**src/rtl/refcounted_page_allocator_assert.svh**
```systemverilog
// Assertion helpers, clocked on clk_i, quiet while rst_ni is low
`ifndef REFCOUNTED_PAGE_ALLOCATOR_ASSERT_SVH
`define REFCOUNTED_PAGE_ALLOCATOR_ASSERT_SVH

// same-cycle implication
`define RCPA_ASSERT_NOW(label, ante, cons) \
  label: assert property (@(posedge clk_i) disable iff (!rst_ni) (ante) |-> (cons)) \
    else $error("rcpa assertion failed");

// next-cycle implication
`define RCPA_ASSERT_NEXT(label, ante, cons) \
  label: assert property (@(posedge clk_i) disable iff (!rst_ni) (ante) |=> (cons)) \
    else $error("rcpa assertion failed");

`endif

```
**src/rtl/rcpa_ram.sv**
```systemverilog
module rcpa_ram #(
  parameter int unsigned WIDTH = 8,
  parameter int unsigned DEPTH = 16
) (
  input  logic                     clk_i,
  input  logic                     we_i,
  input  logic [$clog2(DEPTH)-1:0] waddr_i,
  input  logic [WIDTH-1:0]         wdata_i,
  input  logic [$clog2(DEPTH)-1:0] raddr_i,
  output logic [WIDTH-1:0]         rdata_o
);

  logic [WIDTH-1:0] mem [DEPTH];
  logic [WIDTH-1:0] rdata_q;

  always_ff @(posedge clk_i) begin
    if (we_i) begin
      mem[waddr_i] <= wdata_i;
    end
  end

  always_ff @(posedge clk_i) begin
    rdata_q <= mem[raddr_i];
  end

  assign rdata_o = rdata_q;

endmodule

```
**config.mk**
```make
export PLATFORM = sky130hd
export DESIGN_NAME = rcpa_ram
export DESIGN_NICKNAME = d
export VERILOG_FILES = /design/src/rtl/refcounted_page_allocator_assert.svh /design/src/rtl/rcpa_ram.sv
export SDC_FILE = /design/constraint.sdc
export NUM_CORES = 1
export LEC_CHECK = 0
export BUFFER_PORTS_ARGS = -buffer_cell sky130_fd_sc_hd__buf_2
export CELL_PAD_IN_SITES_DETAIL_PLACEMENT = 1
export CELL_PAD_IN_SITES_GLOBAL_PLACEMENT = 1
export CORE_ASPECT_RATIO = 1.2
export CORE_UTILIZATION = 50
export DETAILED_ROUTE_END_ITERATION = 8
export PLACE_DENSITY = 0.82
export SYNTH_ARGS = -nofsm -noshare
export SYNTH_HDL_FRONTEND = slang
export SYNTH_SLANG_ARGS = --single-unit
```
**constraint.sdc**
```tcl
create_clock -name clk_i -period 4.3 [get_ports clk_i]
set_input_delay 0.43 -clock clk_i [delete_from_list [all_inputs] [get_ports clk_i]]
set_output_delay 0.43 -clock clk_i [all_outputs]
set_load 0.01 [all_outputs]
```
==> flow_summary.yaml <==
status:
  status: "complete, no violations"
cells_and_area:
  utilization: 0.5911
  final_common_cell: "edfxtp_1"
  drive_gt1_frac: 0.2780
  fin_cells: 403
  fillers: 869
  area_growth_syn_to_layout_pct: 14.95
  final_cell_mix: "edfxtp_1 (128), buf_2 (25), mux4_2 (18)"
  fin_nets: 282
  antenna_cells: 0
placement:
  dpl_worst_slack_ns: 1.725
  port_buffers: 25
  dpl.cell_count: 371
  dpl.hpwl_um: 6528
  gp_congestion: 0.7274
sta:
  slew_viol_final: 0
  maxSlewHeadroom: 0.2853
  min_period_over_period: 0.4657
  hold_viol: 0
  min_period_ns: 2.003
  fin_skew_ns: 0.004885
  finalWorstSetupSlack_ns: 2.297
  setup_viol: 0
  rsz0062_at_grt: "false"
  tightest_slew_ns: 1.072
  fmax_ghz: 0.4994
  finalSetupTns_ns: 0
power:
  peakVddDrop_v: 0.0002994
  power_density_nw_per_um2: 502.2
  leakage_nw: 1.979
  p_total_mw: 2.971
synth:
  synthTopCellsByArea: "edfxtp_1 (75%), mux4_2 (7.9%), mux4_1 (7.1%)"
  synth.avg_cell_area_um2: 22.48
  synth_cell_type_count: 19
  netlist_instances: 229
  synth_top_area_share: 0.7467
  ys_ff_latch: 136
  syn_area_um2: 5147
  syn-num-nets: 247
  ys_warn_count: 0
  synth_top_cell_by_area: "edfxtp_1"
  yosysSeqAreaShare: 0.7778
route:
  drtIter0Drc: 308
  vias: 2404
  drt_wl_total_um: 10880
  ant_nets: 0
  drcViolationCount: 0
  post_drt_wl_per_cell_um: 26.99
  dr.pass1.iters: 4
  viasPerCell: 5.965
worst_hold_path:
  whs_endpoint: "mem[5][7]"
  hp-class: "in -> reg"
  hold_path_depth: 1
  hold_start: "wdata_i[7]"
run:
  cap_violations: 0
worst_setup_path:
  critPathArrivalTime_ns: 2.30
  critPathCaptureType: "register"
  crit_type: "in -> reg"
  path_buf_inv: 1
  cp.required_ns: 4.60
  worst_setup_path_start_kind: "primary input"
  timing.rr.end: "rdata_o[4]"
  r2r-start: "mem[9][4]"
  slowest_stage: "buf_2"
  cp_cell_sequence: "buf_2, mux4_1, a22oi_1, nand2_1"
  path_delay_family: "buffers and inverters"
  worst-r2r-setup-slack_ns: 2.92
  max_stage_delay_ns: 0.79
  reg2reg_depth: 3
  path_max_fanout: 32
floorplan:
  core_area_um2: 10010
  placement_rows: 40
  io_pins: 26
  die_w_um: 94.63
  initial_core_util: 0.5143
  die_y_um: 113.2
  fp.dieArea_um2: 10710
clock_tree:
  ctsLongestPathBuffers: 2
  cts_buffers: 17
  cts_setup_buffers: 0
  htreeDepth: 4
  clkTransAtPathRegs_ns: 0.06
  cts_root_buf: "clkbuf_16"
  cts_tree: "done"
  worstSkewPairLatency_ns: 0.41
  ctsHoldBuffers: 0
  cts_num_sinks: 136
  cts-resized-gates: 0
grt:
  track_usage: 0.2288
  grt_start_max_net_pins: 33
  grt_pass1_wl_um: 16390
  globalRouteOverflowTotal: 0
  grt_pass1_vias: 2524
  antenna_found_initial: 0
state kept, by name, indices dropped and copies added, names as in the netlist:
signal	count
rdata_o	8
mem	128
cell families after synthesis:
group                  share of synthesized area
DFF                                       0.7778
and+or+nand+nor                          0.03184
muxes                                     0.1502
AOI/OAI and AO/OA                        0.02334
buffers and inverters                    0.01677
final cells by class:
type / instances / area [um^2] / area share
flip-flops and latches: 136 / 4004 / 0.6767
multi-input cells: 83 / 1072 / 0.1812
clock buffers: 22 / 474.2 / 0.08014
well taps: 126 / 157.7 / 0.02664
repair buffers: 26 / 132.6 / 0.02241
clock inverters: 10 / 76.32 / 0.01290
stage by stage:
stage | hold slack (ns) | area (um^2)
floorplan | 0.5289 | 5147
global placement | 0.6525 | 5361
detailed placement | 0.6627 | 5361
CTS | 0.3862 | 5912
global route | 0.4079 | 5917
finish | 0.4036 | 5917
synth_stat cells, drive strengths merged:
library cell and number:
a22oi 16, and2 1, and2b 1, buf 7, clkdlybuf4s25 3, dfxtp 8
edfxtp 128, mux4 32, nand2 9, nand2b 2, nand3 1, nand3b 2
nor2 13, nor2b 1, nor3 4, or3b 1
worst reg2reg max path, delay by kind of cell (launching register included):
| family | cells | cell delay [ns] |
|---|---|---|
| mux | 1 | 0.52 |
| flops | 1 | 0.36 |
| compound gates | 1 | 0.27 |
| simple gates | 1 | 0.11 |
worst max-delay path by stage:
stage / start / end / slack, ns / depth (start not counted)
after global placement: raddr_i[0] / rdata_o[1] / 1.84 / 4
after floorplan: waddr_i[2] / mem[0][0] / 2.38 / 2
after detailed placement: waddr_i[2] / mem[0][1] / 1.73 / 3
final: raddr_i[0] / rdata_o[1] / 2.30 / 4
after global routing: raddr_i[0] / rdata_o[2] / 2.11 / 4
after CTS: waddr_i[2] / mem[0][4] / 2.16 / 3
power by group:
part	switching, mW	total [mW]	leakage (nW)	internal, mW
combinational	0.0818	0.135	0.479	0.0531
clock	0.514	1.34	0.277	0.831
sequential	0.00908	1.49	1.22	1.48
metal layers:
layer,vias to the layer above,track usage,share of wire
met3,9,0.05645,0.046
met1,1266,0.3108,0.42
li1,1046,-,-
met5,-,0,0
met2,83,0.3578,0.52
met4,0,0.09091,0.011
No activity file was read; power rests on OpenSTA's default activity.
