===== src/rtl/refcounted_page_allocator_assert.svh =====
// Assertion helpers, clocked on clk_i, quiet while rst_ni is low
`ifndef REFCOUNTED_PAGE_ALLOCATOR_ASSERT_SVH
`define REFCOUNTED_PAGE_ALLOCATOR_ASSERT_SVH

// same-cycle implication
`define RCPA_ASSERT_NOW(label, ante, cons) \
  label: assert property (@(posedge clk_i) disable iff (!rst_ni) (ante) |-> (cons)) \
    else $error("rcpa assertion failed");

// next-cycle implication
`define RCPA_ASSERT_NEXT(label, ante, cons) \
  label: assert property (@(posedge clk_i) disable iff (!rst_ni) (ante) |=> (cons)) \
    else $error("rcpa assertion failed");

`endif


===== src/rtl/rcpa_pkg.sv =====
package rcpa_pkg;

  localparam int unsigned PAGE_W    = 16;
  localparam int unsigned REG_W     = 17;
  localparam int unsigned FUNC_W    = 3;
  localparam int unsigned CNT_OUT_W = 8;
  localparam int unsigned STAT_W    = 2;
  localparam int unsigned FREE_W    = 17;

  localparam logic [REG_W-1:0] RESET_FIRST_PAGE = 17'h00000;
  localparam logic [REG_W-1:0] RESET_PAGE_LIMIT = 17'h10000;

  typedef enum logic [FUNC_W-1:0] {
    FUNC_SEED  = 3'd0,
    FUNC_ALLOC = 3'd1,
    FUNC_FREE  = 3'd2,
    FUNC_INC   = 3'd3,
    FUNC_DEC   = 3'd4,
    FUNC_READ  = 3'd5
  } func_e;

  typedef enum logic [STAT_W-1:0] {
    STAT_OK    = 2'd0,
    STAT_RANGE = 2'd1,
    STAT_EMPTY = 2'd2,
    STAT_FULL  = 2'd3
  } status_e;

  typedef enum logic [0:0] {
    CFG_FIRST_PAGE = 1'b0,
    CFG_PAGE_LIMIT = 1'b1
  } cfg_idx_e;

  typedef enum logic [1:0] {
    S_CLEAR,
    S_IDLE,
    S_EXEC
  } state_e;

  typedef enum logic {
    CNT_INC,
    CNT_DEC
  } cnt_op_e;

  // status flags from datapath to sequencer
  typedef struct packed {
    logic in_valid;
    logic out_busy;
    logic clear_last;
  } seq_in_t;

  // sequencer strobes to datapath
  typedef struct packed {
    logic idle;
    logic accept;
    logic commit;
    logic clearing;
  } ctrl_t;

endpackage


===== src/rtl/rcpa_ctrl.sv =====
module rcpa_ctrl (
  input  logic              clk_i,
  input  logic              rst_ni,
  input  rcpa_pkg::seq_in_t seq_i,
  output rcpa_pkg::ctrl_t   ctrl_o
);

  import rcpa_pkg::*;

  state_e state_q, state_d;

  always_ff @(posedge clk_i or negedge rst_ni) begin
    if (!rst_ni) begin
      state_q <= S_CLEAR;
    end else begin
      state_q <= state_d;
    end
  end

  always_comb begin
    state_d = state_q;
    unique case (state_q)
      S_CLEAR: begin
        if (seq_i.clear_last) state_d = S_IDLE;
      end
      S_IDLE: begin
        if (seq_i.in_valid) state_d = S_EXEC;
      end
      S_EXEC: begin
        if (!seq_i.out_busy) state_d = S_IDLE;
      end
      default: state_d = S_IDLE;
    endcase
  end

  always_comb begin
    ctrl_o = '0;
    unique case (state_q)
      S_CLEAR: ctrl_o.clearing = 1'b1;
      S_IDLE: begin
        ctrl_o.idle   = 1'b1;
        ctrl_o.accept = seq_i.in_valid;
      end
      S_EXEC:  ctrl_o.commit = !seq_i.out_busy;
      default: ctrl_o = '0;
    endcase
  end

endmodule

===== config.mk =====
export PLATFORM = sky130hd
export DESIGN_NAME = rcpa_ctrl
export DESIGN_NICKNAME = d
export VERILOG_FILES = /design/src/rtl/refcounted_page_allocator_assert.svh /design/src/rtl/rcpa_pkg.sv /design/src/rtl/rcpa_ctrl.sv
export SDC_FILE = /design/constraint.sdc
export NUM_CORES = 1
export LEC_CHECK = 0
export BUFFER_PORTS_ARGS = -buffer_cell sky130_fd_sc_hd__buf_2
export CAP_MARGIN = 10
export CORE_AREA = 2 2 39 41
export CTS_CLUSTER_SIZE = 28
export DETAILED_ROUTE_END_ITERATION = 16
export DIE_AREA = 0 0 41 43
export SLEW_MARGIN = 10
export SYNTH_ARGS = -nofsm -noshare
export SYNTH_HDL_FRONTEND = slang
export SYNTH_SLANG_ARGS = --single-unit

===== constraint.sdc =====
create_clock -name clk_i -period 0.9 [get_ports clk_i]
set_clock_uncertainty 0.05 [all_clocks]
set_input_delay 0 -clock clk_i [delete_from_list [all_inputs] [get_ports clk_i]]
set_output_delay 0 -clock clk_i [all_outputs]
set_load 0.03 [all_outputs]

==> qor.csv <==
metric,value,unit
outcome,finished with violations,
violations,"negative hold slack, negative setup slack",
critPathSlowestCell,dfrtp_2,
clkLatencyLatePin,0.22,ns
vias_per_cell,3.26,
finalWirelength,330,µm
largest_register_ffs,2,
p_sw,415,µW
dp.cells,35,
rsz0062_at_grt,true,
fmaxAchievable,901,MHz
netlist_area,128,µm²
io_pins,9,
nets,34,
cts-root-buf,clkbuf_4,
setup_viol,6,
synth_cell_types,10,
worst_slew_pin_slew,0.134,ns
num_rows,14,
irDropWorstVdd,0.000625,V
die_w,41,µm
num_vias,140,
drt_first_pass_iters,1,
regMostFlops,state_q,
antenna_found_initial,0,
cp-end-kind,output pin,
synth_warnings,0,
clk_path_buf_depth,2,
synth_top_area_cell,dfrtp_1,
cts_tree,built,
grt_first_pass_wirelength,503,µm
clockPowerShare,0.183,
drtIter0Drc,0,
initial_core_util,0.0922,
gp_congestion,0.541,
holdWs,-0.0321,ns
fin_crit,1.11,ns
grt_max_degree,5,
overflow,0,
drcViolationCount,0,
htreeDepth,1,
diodes,0,
slew_headroom,0.910,
powerDensity,3890,nW/µm²
place_hpwl,224,µm
final_cells,43,
p_seq_frac,0.186,
yosysTopAreaCellShare,0.392,
p_int,670,µW
die_h,43,µm
path_cells,"nor2b_4, and2_4, buf_6",
holdBufCountCts,1,
p_leak,0.000137,µW
fin_total_pwr,1090,µW
synthCells,12,
drive_gt1_frac,0.741,
grt_pass1_vias,128,
ant_nets,0,
required,0.85,ns
maxCapViolations,0,
finalMaxSlewViolations,0,
critPathMaxFanout,4,
ys_ff_latch,2,
syn_nets,17,
cp.arrival,1.06,ns
layout_setup_ws,-0.210,ns
syn_area_per_cell,10.6,µm²
worstSetupStartpointType,flip-flop,
combPwrFrac,0.631,
grt_usage,0.0480,
path_class,flip-flop to output pin,
portBuffers,8,
clk_pin_slew,0.03,ns
hold_violations,1,
hp-class,input pin to flip-flop,
timing.final.crit_share,1.23,
clkSinkCount,2,
seq_area_frac_synth,0.392,
cpPeakStageDelay,0.44,ns
synth.area.top_cells,"dfrtp_1 39%, nor2b_4 11%, nor2b_1 9.8%, a21bo_1 7.8%, o31a_1 6.9%",
die-area,1760,µm²
wl_per_cell,7.67,µm
largestRegisters,state_q (2),
core_region_area,1380,µm²
area_growth,119,%
p_sw_frac,0.383,
cts_made_buffers,3,
## timing repair
action / in CTS / in global routing
gates cloned: 0 / 0
pin swaps: 1 / 1
resized for setup: 6 / 6
setup endpoints to repair: 6 / 6
buffers inserted: 3 / 1
endpoints found under the hold margin: 3 / 1
## placed cells by master, fill, tap and decap left out, drive strengths merged
cell / n
nor3b: 1
a21bo: 1
and2: 1
o31a: 1
clkbuf: 3
dlygate4sd3: 1
nand3b: 1
nor2b: 3
nor2: 1
buf: 12
dfrtp: 2
## per-layer routing
layer,routed length (µm),GRT usage
met5,0,0
met4,0,0.0600
met3,11,0.0314
met2,176,0.0594
met1,141,0.0446
## area by class of cell
class / instances / area (µm²)
Tap cell: 16 / 20.0
Multi-Input combinational cell: 9 / 80.1
Timing Repair Buffer: 13 / 105
Fill cell: 162 / 1100
Clock buffer: 3 / 22.5
Sequential cell: 2 / 51.3
## power by group through the flow
stage | sequential (µW) | clock (µW) | combinational [µW]
after CTS | 195 | 213 | 569
after detailed placement | 207 | 0 | 418
final | 202 | 198 | 685
after global placement | 205 | 0 | 414
after global routing | 209 | 224 | 724
after floorplan | 190 | 0 | 361
## cell usage after synthesis
cell	count
dfrtp_1	2
nor3b_1	1
nor2_1	1
buf_4	1
a21bo_1	1
and2_1	1
nor2b_4	1
nor2b_1	2
o31a_1	1
nand3b_1	1
## final timing paths
path	from	endpoint	slack [ns]	cells after the start
setup / recovery	state_q[1]	ctrl_o[2]	-0.21	3
hold / removal	seq_i[2]	state_q[1]	-0.03	2
setup reg to reg	state_q[0]	state_q[0]	-0.17	3
hold reg to reg	state_q[1]	state_q[0]	0.63	2
max in group asynchronous	rst_ni	state_q[1]	0.65	2
min in group asynchronous	rst_ni	state_q[0]	0.04	2
## worst max-delay path, delay by kind of cell, from the launching register on
kind                   cells  cell delay (ns)
buffers and inverters      1             0.12
DFF                        1             0.44
and+or+nand+nor            2             0.28
## cells by family after synthesis
logic type | Yosys count | synth area share
flip-flops | 2 | 0.392
AND/OR/NAND/NOR | 7 | 0.402
buffers and inverters | 1 | 0.0588
AO/OA/AOI/OAI | 2 | 0.147
## metrics by stage
step / util / setup TNS, ns / setup slack [ns] / area (µm²)
after floorplan: - / -0.0550 / -0.0291 / 133
after CTS: 0.184 / -1.02 / -0.216 / 255
after detailed placement: 0.134 / -0.175 / -0.0715 / 185
after global placement: 0.134 / -0.162 / -0.0645 / 185
after global routing: 0.202 / -1.23 / -0.258 / 279
final: 0.202 / -0.973 / -0.210 / 279
No activity file was read; power rests on OpenSTA's default activity.
