<file path="src/rtl/refcounted_page_allocator_assert.svh">
// Assertion helpers, clocked on clk_i, quiet while rst_ni is low
`ifndef REFCOUNTED_PAGE_ALLOCATOR_ASSERT_SVH
`define REFCOUNTED_PAGE_ALLOCATOR_ASSERT_SVH

// same-cycle implication
`define RCPA_ASSERT_NOW(label, ante, cons) \
  label: assert property (@(posedge clk_i) disable iff (!rst_ni) (ante) |-> (cons)) \
    else $error("rcpa assertion failed");

// next-cycle implication
`define RCPA_ASSERT_NEXT(label, ante, cons) \
  label: assert property (@(posedge clk_i) disable iff (!rst_ni) (ante) |=> (cons)) \
    else $error("rcpa assertion failed");

`endif

</file>
<file path="src/rtl/rcpa_pkg.sv">
package rcpa_pkg;

  localparam int unsigned PAGE_W    = 16;
  localparam int unsigned REG_W     = 17;
  localparam int unsigned FUNC_W    = 3;
  localparam int unsigned CNT_OUT_W = 8;
  localparam int unsigned STAT_W    = 2;
  localparam int unsigned FREE_W    = 17;

  localparam logic [REG_W-1:0] RESET_FIRST_PAGE = 17'h00000;
  localparam logic [REG_W-1:0] RESET_PAGE_LIMIT = 17'h10000;

  typedef enum logic [FUNC_W-1:0] {
    FUNC_SEED  = 3'd0,
    FUNC_ALLOC = 3'd1,
    FUNC_FREE  = 3'd2,
    FUNC_INC   = 3'd3,
    FUNC_DEC   = 3'd4,
    FUNC_READ  = 3'd5
  } func_e;

  typedef enum logic [STAT_W-1:0] {
    STAT_OK    = 2'd0,
    STAT_RANGE = 2'd1,
    STAT_EMPTY = 2'd2,
    STAT_FULL  = 2'd3
  } status_e;

  typedef enum logic [0:0] {
    CFG_FIRST_PAGE = 1'b0,
    CFG_PAGE_LIMIT = 1'b1
  } cfg_idx_e;

  typedef enum logic [1:0] {
    S_CLEAR,
    S_IDLE,
    S_EXEC
  } state_e;

  typedef enum logic {
    CNT_INC,
    CNT_DEC
  } cnt_op_e;

  // status flags from datapath to sequencer
  typedef struct packed {
    logic in_valid;
    logic out_busy;
    logic clear_last;
  } seq_in_t;

  // sequencer strobes to datapath
  typedef struct packed {
    logic idle;
    logic accept;
    logic commit;
    logic clearing;
  } ctrl_t;

endpackage

</file>
<file path="src/rtl/rcpa_count_unit.sv">
module rcpa_count_unit #(
  parameter int unsigned W = 8
) (
  input  rcpa_pkg::cnt_op_e op_i,
  input  logic [W-1:0]      cnt_i,
  output logic [W-1:0]      cnt_o
);

  import rcpa_pkg::*;

  logic [W-1:0] step;
  logic [W-1:0] sum;
  logic         sat;

  // one adder: +1 or +all-ones (i.e. -1), held at the rails
  assign step = (op_i == CNT_INC) ? W'(1) : '1;
  assign sum  = cnt_i + step;
  assign sat  = (op_i == CNT_INC) ? (cnt_i == '1) : (cnt_i == '0);
  assign cnt_o = sat ? cnt_i : sum;

endmodule

</file>
<file path="config.mk">
export PLATFORM = sky130hd
export DESIGN_NAME = rcpa_count_unit
export DESIGN_NICKNAME = d
export VERILOG_FILES = /design/src/rtl/refcounted_page_allocator_assert.svh /design/src/rtl/rcpa_pkg.sv /design/src/rtl/rcpa_count_unit.sv
export SDC_FILE = /design/constraint.sdc
export NUM_CORES = 1
export LEC_CHECK = 0
export BUFFER_PORTS_ARGS = -buffer_cell sky130_fd_sc_hd__buf_4
export CAP_MARGIN = 5
export CORE_AREA = 8 8 45 47
export DETAILED_ROUTE_END_ITERATION = 12
export DIE_AREA = 0 0 53 55
export GPL_TIMING_DRIVEN = 1
export SLEW_MARGIN = 20
export SYNTH_ARGS = -nofsm -noshare
export SYNTH_HDL_FRONTEND = slang
export SYNTH_SLANG_ARGS = --single-unit
</file>
<file path="constraint.sdc">
create_clock -name vclk -period 2.85
set_input_delay 0.57 -clock vclk [all_inputs]
set_output_delay 0.57 -clock vclk [all_outputs]
set_load 0.005 [all_outputs]
</file>
==> summary.md, run 1 <==
| Metric | Value |
|---|---|
| CP required | approximately 2.3 ns |
| Worst-margin pin slew | 0.442 ns |
| GRT Total Usage | 8.46% |
| Post-Syn Nets | 74 |
| Multiplexer share of the synthesized area | 0% |
| # IOs | 17 |
| Final global-route overflow total | 0 |
| Seq/Total Area, Yosys | 0% |
| Period utilization | 96.9% |
| Pwr/cell area | 219 mW/mm² |
| Initial cell density of the core | 30.9% |
| CP Class | input pin to output pin |
| CLK BUF | 0 |
| CP dominant cell by count | buf_4 |
| Dpl hpwl | 1050 µm |
| Netlist area before placement | 428 µm² |
| Antenna Cells | 0 |
| Max Cap Viol | 0 |
| Antenna Nets Post-Route | 0 |
| Rel. slew slack | a little over two thirds |
| Period minus WS final | approximately 2.8 ns |
| GR Layer Usage met1 | 11.6% |
| CTS Hold Bufs | 0 |
| Register Area | 0 µm² |
| Critical Path, Cell by Cell | buf_4 -> ha_1 -> a211oi_2 -> nor2_1 -> or4b_4 -> a41oi_2 -> buf_4 |
| Worst Hold Launch | cnt_i[0] |
| Worst Setup Start Kind | input pin |
| Status | complete, no violations |
| Nets | 92 |
| GP Congestion | 0.753 |
| Hold EP | cnt_o[0] |
| Layout area overhead | 33.9% |
| Post-Layout Cell Count | 90 |
| Post-CTS resize count | 0 |
| Global route hottest layer | met2 |
| Yosys warns | 0 |
| Syn Area/Cell | 7.38 µm² |
| Number of global-route vias before repair | between 400 and 500 |
| Cell accounting for the most synthesized area | ha_1 |
| Die area | 0.00292 mm² |
| Worst setup EP type | output pin |
| TritonRoute pass-1 iters | 4 |
| Initial DRC count | 12 |
| Row cnt | 14 |
| Via-to-Cell Ratio | 5.49 |
| Adder-cell share of the synthesized area | 22.2% |
| Top cell type's share of synthesized area | about 18% |
| Input/output buffers | 17 |
| Crit-path max FO | 11 |
| Post-synthesis compound-gate area fraction | 41.8% |
| Post-DP Area | 571 µm² |
| Post-Route WL | about 1300 µm |
| DR WL/cell | 13.9 µm |
| Met2 Resource Use GR | approximately 15% |
| Routed via count | 494 |
| Met3 Use GR | 0.802% |
| Largest family of logic cells by synthesized area | compound AO/OA/AOI/OAI gates |
| Overall power | 0.000126 W |
| CP Depth | 7 |
| Max-slew violations | 0 |
| WHS Path Cells | 3 |
| Synth cell types | 31 |
| Util after Layout | about two fifths |
| Drt drc | 0 |
| Xor and xnor area share after synthesis | about 4.1% |
| Total core area | 0.00138 mm² |
| Unrepaired setup endpoints after global routing | no |
| Area contributors post-synth | ha_1 18%, a21oi_1 5.8%, o21ai_0 5.8%, nor2_1 5.3%, o31ai_1 5.3% |
| Dpl cells | 90 |
| CP top delay family | simple AND/OR/NAND/NOR gates |
| Final setup viols | 0 |
| Synth Area in Simple Gates | 26.3% |
| CP bufs+invs | 2 |
| Final hold viol count | 0 |
| Setup Fix Bufs, Post-CTS | 0 |
| CP peak stage delay | 0.49 ns |
| Global-route wire length before repair | 2030 µm |
| Min-Delay Path Class | input pin to output pin |
| Fin area | 573 µm² |
| Slowest stage cell, crit path | or4b_4 |
| Arr. time, crit path | 2.19 ns |
| Fraction of layout cells with a size suffix above 1 | about a third |
| Leak | 0.259 nW |
| Max Freq | 0.362 GHz |
| Die Y-Extent | 55 µm |
| Largest net degree at the start of global routing | 12 |
| Mapped Cells | 58 |
| Seq_cells | 0 |
| Peak supply drop | 0.0000591 V |
| Initial antenna violation count | 0 |
| Final TNS setup | 0 ns |
| Die X | 53 µm |
[through the flow]
stage / setup WS, ns / hold WS, ns
2_1_floorplan: 0.416 / 1.19
3_3_place_gp: 0.0981 / 1.45
3_5_place_dp: 0.0645 / 1.45
4_1_cts: 0.0554 / 1.45
5_1_grt: 0.0139 / 1.47
6_report: 0.0878 / 1.45
[routing by layer]
layer  up-vias  part of all wire (%)
li1        262                     -
met1       222                    49
met2        10                    46
met3         0                   4.5
met4         0                     0
met5         -                     0
[worst max path at each step]
stage / from / to / slack (ns)
5_1_grt: op_i / cnt_o[5] / 0.01
3_3_place_gp: op_i / cnt_o[5] / 0.1
3_5_place_dp: op_i / cnt_o[5] / 0.06
6_report: op_i / cnt_o[5] / 0.09
4_1_cts: op_i / cnt_o[5] / 0.06
2_1_floorplan: op_i / cnt_o[5] / 0.42
[cell usage after synthesis, types with 2 or more instances]
| master | number |
|---|---|
| a21oi_1 | 5 |
| ha_1 | 6 |
| inv_1 | 3 |
| nand2_1 | 3 |
| nand4_1 | 2 |
| nor2_1 | 6 |
| o21a_1 | 2 |
| o21ai_0 | 5 |
| o31ai_1 | 3 |
| xor2_1 | 2 |
[kinds of logic (layout without fill, tap and decap cells)]
kind of cell    count (synthesis)  count (layout)
fa+ha+maj                       7               7
compound gates                 24              24
simple gates                   20              20
buf+inv                         5              21
xor+xnor                        2               2
[report_power, final]
group          switching (W)  internal [W]
sequential                 0             0
combinational      0.0000569     0.0000688
clock                      0             0
[layout by cell type (no fill, tap or decap), types with 2 or more instances in the layout]
cell type and instances:
buf_4 18, o21ai_0 5, a21oi_1 5, ha_1 6
nand4_1 2, xor2_1 2, o21a_1 2, nor2_1 6
inv_1 3, o31ai_1 3, nand2_1 3
[cell type report]
cell class,instances,area (µm²)
fill,140,811
multi-input combinational,53,407
timing repair buffer,18,135
tap,16,20.0
inverter,3,11.3
Note: power is estimated with default switching activity, not from simulation.
==> run 2: changes to the inputs <==
ABC_AREA = 1   (was not set)
CORE_AREA = not set   (was 8 8 45 47)
CORE_MARGIN = 8   (was not set)
CORE_UTILIZATION = 35   (was not set)
DIE_AREA = not set   (was 0 0 53 55)
==> run 2 against run 1 <==
Net effect:
- area after synthesis increased by 11%
- sequential share of layout area unchanged
- synthesized cell count increased by 55%
- total power decreased by 0.83%
- via count increased by 12%
- largest power group unchanged
- wire length decreased by 2.6%
- maximum frequency increased by 17%
- first-iteration DRC count decreased by 67%
- critical endpoint is now cnt_o[6]
- cell area increased by 8.1%
- global-route usage increased by 0.17 points
- final cell count increased by 36%
==> summary.md, run 2 <==
| Metric | Value |
|---|---|
| DR WL/cell | 10.0 µm (-28%) |
| Min-Delay Path Class | input pin to output pin |
| Final setup viols | 0 (unchanged) |
| Via-to-Cell Ratio | 4.52 (-18%) |
| Max-slew violations | 0 (unchanged) |
| Arr. time, crit path | 1.80 ns (-0.39 ns) |
| CLK BUF | 0 (unchanged) |
| CP Class | input pin to output pin |
| Worst setup EP type | output pin |
| Initial antenna violation count | 0 (unchanged) |
| Layout area overhead | 31.0% |
| Area contributors post-synth | nand2_1 24%, ha_1 16%, inv_1 13%, nand3_1 9.5%, nor2_1 6.3% |
| Met3 Use GR | 0.852% (+0.050 points) |
| Drt drc | 0 (unchanged) |
| # IOs | 17 (unchanged) |
| Global route hottest layer | met2 |
| Leak | 0.374 nW (+44%) |
| Post-Route WL | 1220 µm (-2.6%) |
| Top cells by count, synth | 30 x nand2_1, 16 x inv_1, 9 x nand3_1 |
| Rel. slew slack | 82.7% (+12 points) |
| Syn Area/Cell | 5.26 µm² (-29%) |
| Setup Fix Bufs, Post-CTS | 0 (unchanged) |
| Most common cell after layout, fill and taps aside | nand2_1 |
| TritonRoute pass-1 iters | 4 (unchanged) |
| Most frequent cells in the layout | 30 x nand2_1, 17 x buf_4, 16 x inv_1 |
| Status | complete, no violations |
| Initial cell density of the core | 36.8% (+5.9 points) |
| Max Freq | 0.422 GHz (+17%) |
| Die Y-Extent | 52.8 µm (-4.1%) |
| Top cell type's share of synthesized area | 23.8% (+6.3 points) |
| GP Congestion | 0.884 (+17%) |
| Largest net degree at the start of global routing | 10 (-2) |
| Period minus WS final | 2.37 ns (-0.394 ns) |
| Number of global-route vias before repair | 492 (+8.4%) |
| Register Area | 0 µm² (unchanged) |
| GRT Total Usage | 8.62% (+0.17 points) |
| Fraction of layout cells with a size suffix above 1 | 21.5% (-11 points) |
| Seq_cells | 0 (unchanged) |
| Unrepaired setup endpoints after global routing | no |
| Netlist area before placement | 473 µm² (+11%) |
| Global-route wire length before repair | 2040 µm (+0.69%) |
| Final hold viol count | 0 (unchanged) |
| Antenna Nets Post-Route | 0 (unchanged) |
| GR Layer Usage met1 | 11.9% (+0.26 points) |
| Yosys warns | 0 (unchanged) |
| Row cnt | 13 (-1) |
| Seq/Total Area, Yosys | 0% (unchanged) |
| Peak supply drop | 0.0000862 V (+46%) |
| Final global-route overflow total | 0 (unchanged) |
| CP required | 2.28 ns (about the same) |
| Worst Setup Start Kind | input pin |
| Mapped Cells | 90 (+55%) |
| Nets | 125 (+36%) |
| Final TNS setup | 0 ns (unchanged) |
| Post-Syn Nets | 106 (+43%) |
| Most frequent cell after synthesis | nand2_1 |
| Pwr/cell area | 201 mW/mm² (-8.2%) |
| Worst-margin pin slew | 0.259 ns (-0.183 ns) |
| Routed via count | 551 (+12%) |
| CTS Hold Bufs | 0 (unchanged) |
| Crit-path max FO | 9 (-2) |
| Dpl hpwl | 1050 µm (+0.30%) |
| Total core area | 0.00128 mm² (-7.1%) |
| Post-Place Worst Slack | 0.481 ns (+0.417 ns) |
| Worst hold slack | 1.44 ns (-0.0128 ns) |
| Met2 Resource Use GR | 14.6% (unchanged) |
| Initial DRC count | 4 (-8) |
| Cell accounting for the most synthesized area | nand2_1 |
| Die X | 52.8 µm (-0.45%) |
| Synth cell types | 17 (-45%) |
| Die area | 0.00278 mm² (-4.5%) |
| Max Cap Viol | 0 (unchanged) |
| Antenna Cells | 0 (unchanged) |
| Input/output buffers | 17 (unchanged) |
| Period utilization | 83.1% (-14 points) |
| Fin worst setup slack | 0.482 ns (+0.394 ns) |
| Post-CTS resize count | 0 (unchanged) |
[run 2: final cells by class]
| type | count | area (µm²) |
|---|---|---|
| Multi-Input combinational cell | 72 | 405 |
| Fill cell | 146 | 666 |
| Inverter | 18 | 67.6 |
| Timing Repair Buffer | 17 | 128 |
| Tap cell | 15 | 18.8 |
[run 2: report_power, final]
part | switching [W] | internal [W]
Combinational | 0.0000622 | 0.0000625
Sequential | 0 | 0
Clock | 0 | 0
[run 2: worst paths after layout]
| path | start | endpoint | slack [ns] | cells after the start |
|---|---|---|---|---|
| hold / removal | cnt_i[0] | cnt_o[0] | 1.44 | 3 |
| setup / recovery | op_i | cnt_o[6] | 0.48 | 10 |
[run 2: per-stage QoR]
step | cells | power [W] | utilization, % | cell area [µm²]
4_1_cts | 122 | 0.000126 | 48.2 | 619
3_3_place_gp | 122 | 0.000126 | 48.2 | 619
2_1_floorplan | 90 | 0.0000713 | - | 473
5_1_grt | 122 | 0.000141 | 48.2 | 619
3_5_place_dp | 122 | 0.000126 | 48.2 | 619
6_report | 122 | 0.000125 | 48.2 | 619
[run 2: routing by layer]
layer	part of all wire [%]	up-vias
met5	0	-
met1	49	226
met3	5.8	0
met2	45	10
met4	0	0
li1	-	315
[run 2: logic make-up (layout without fill, tap and decap cells)]
kind of cell / after synthesis / in the layout / share of synthesized area [%]
and+or+nand+nor: 55 / 55 / 52.6
buffers and inverters: 18 / 35 / 14.3
adders and majority gates: 7 / 7 / 20.1
AOI/OAI and AO/OA: 7 / 7 / 7.41
xor gates and xnor gates: 3 / 3 / 5.56
[run 2: critical path, cell delays in order]
cell,delay (ns)
buf_4,0.15
inv_2,0.06
fa_1,0.45
inv_1,0.09
nand3_1,0.10
nand3_1,0.08
nand2_1,0.05
nand3_1,0.07
nand2_1,0.05
buf_4,0.13
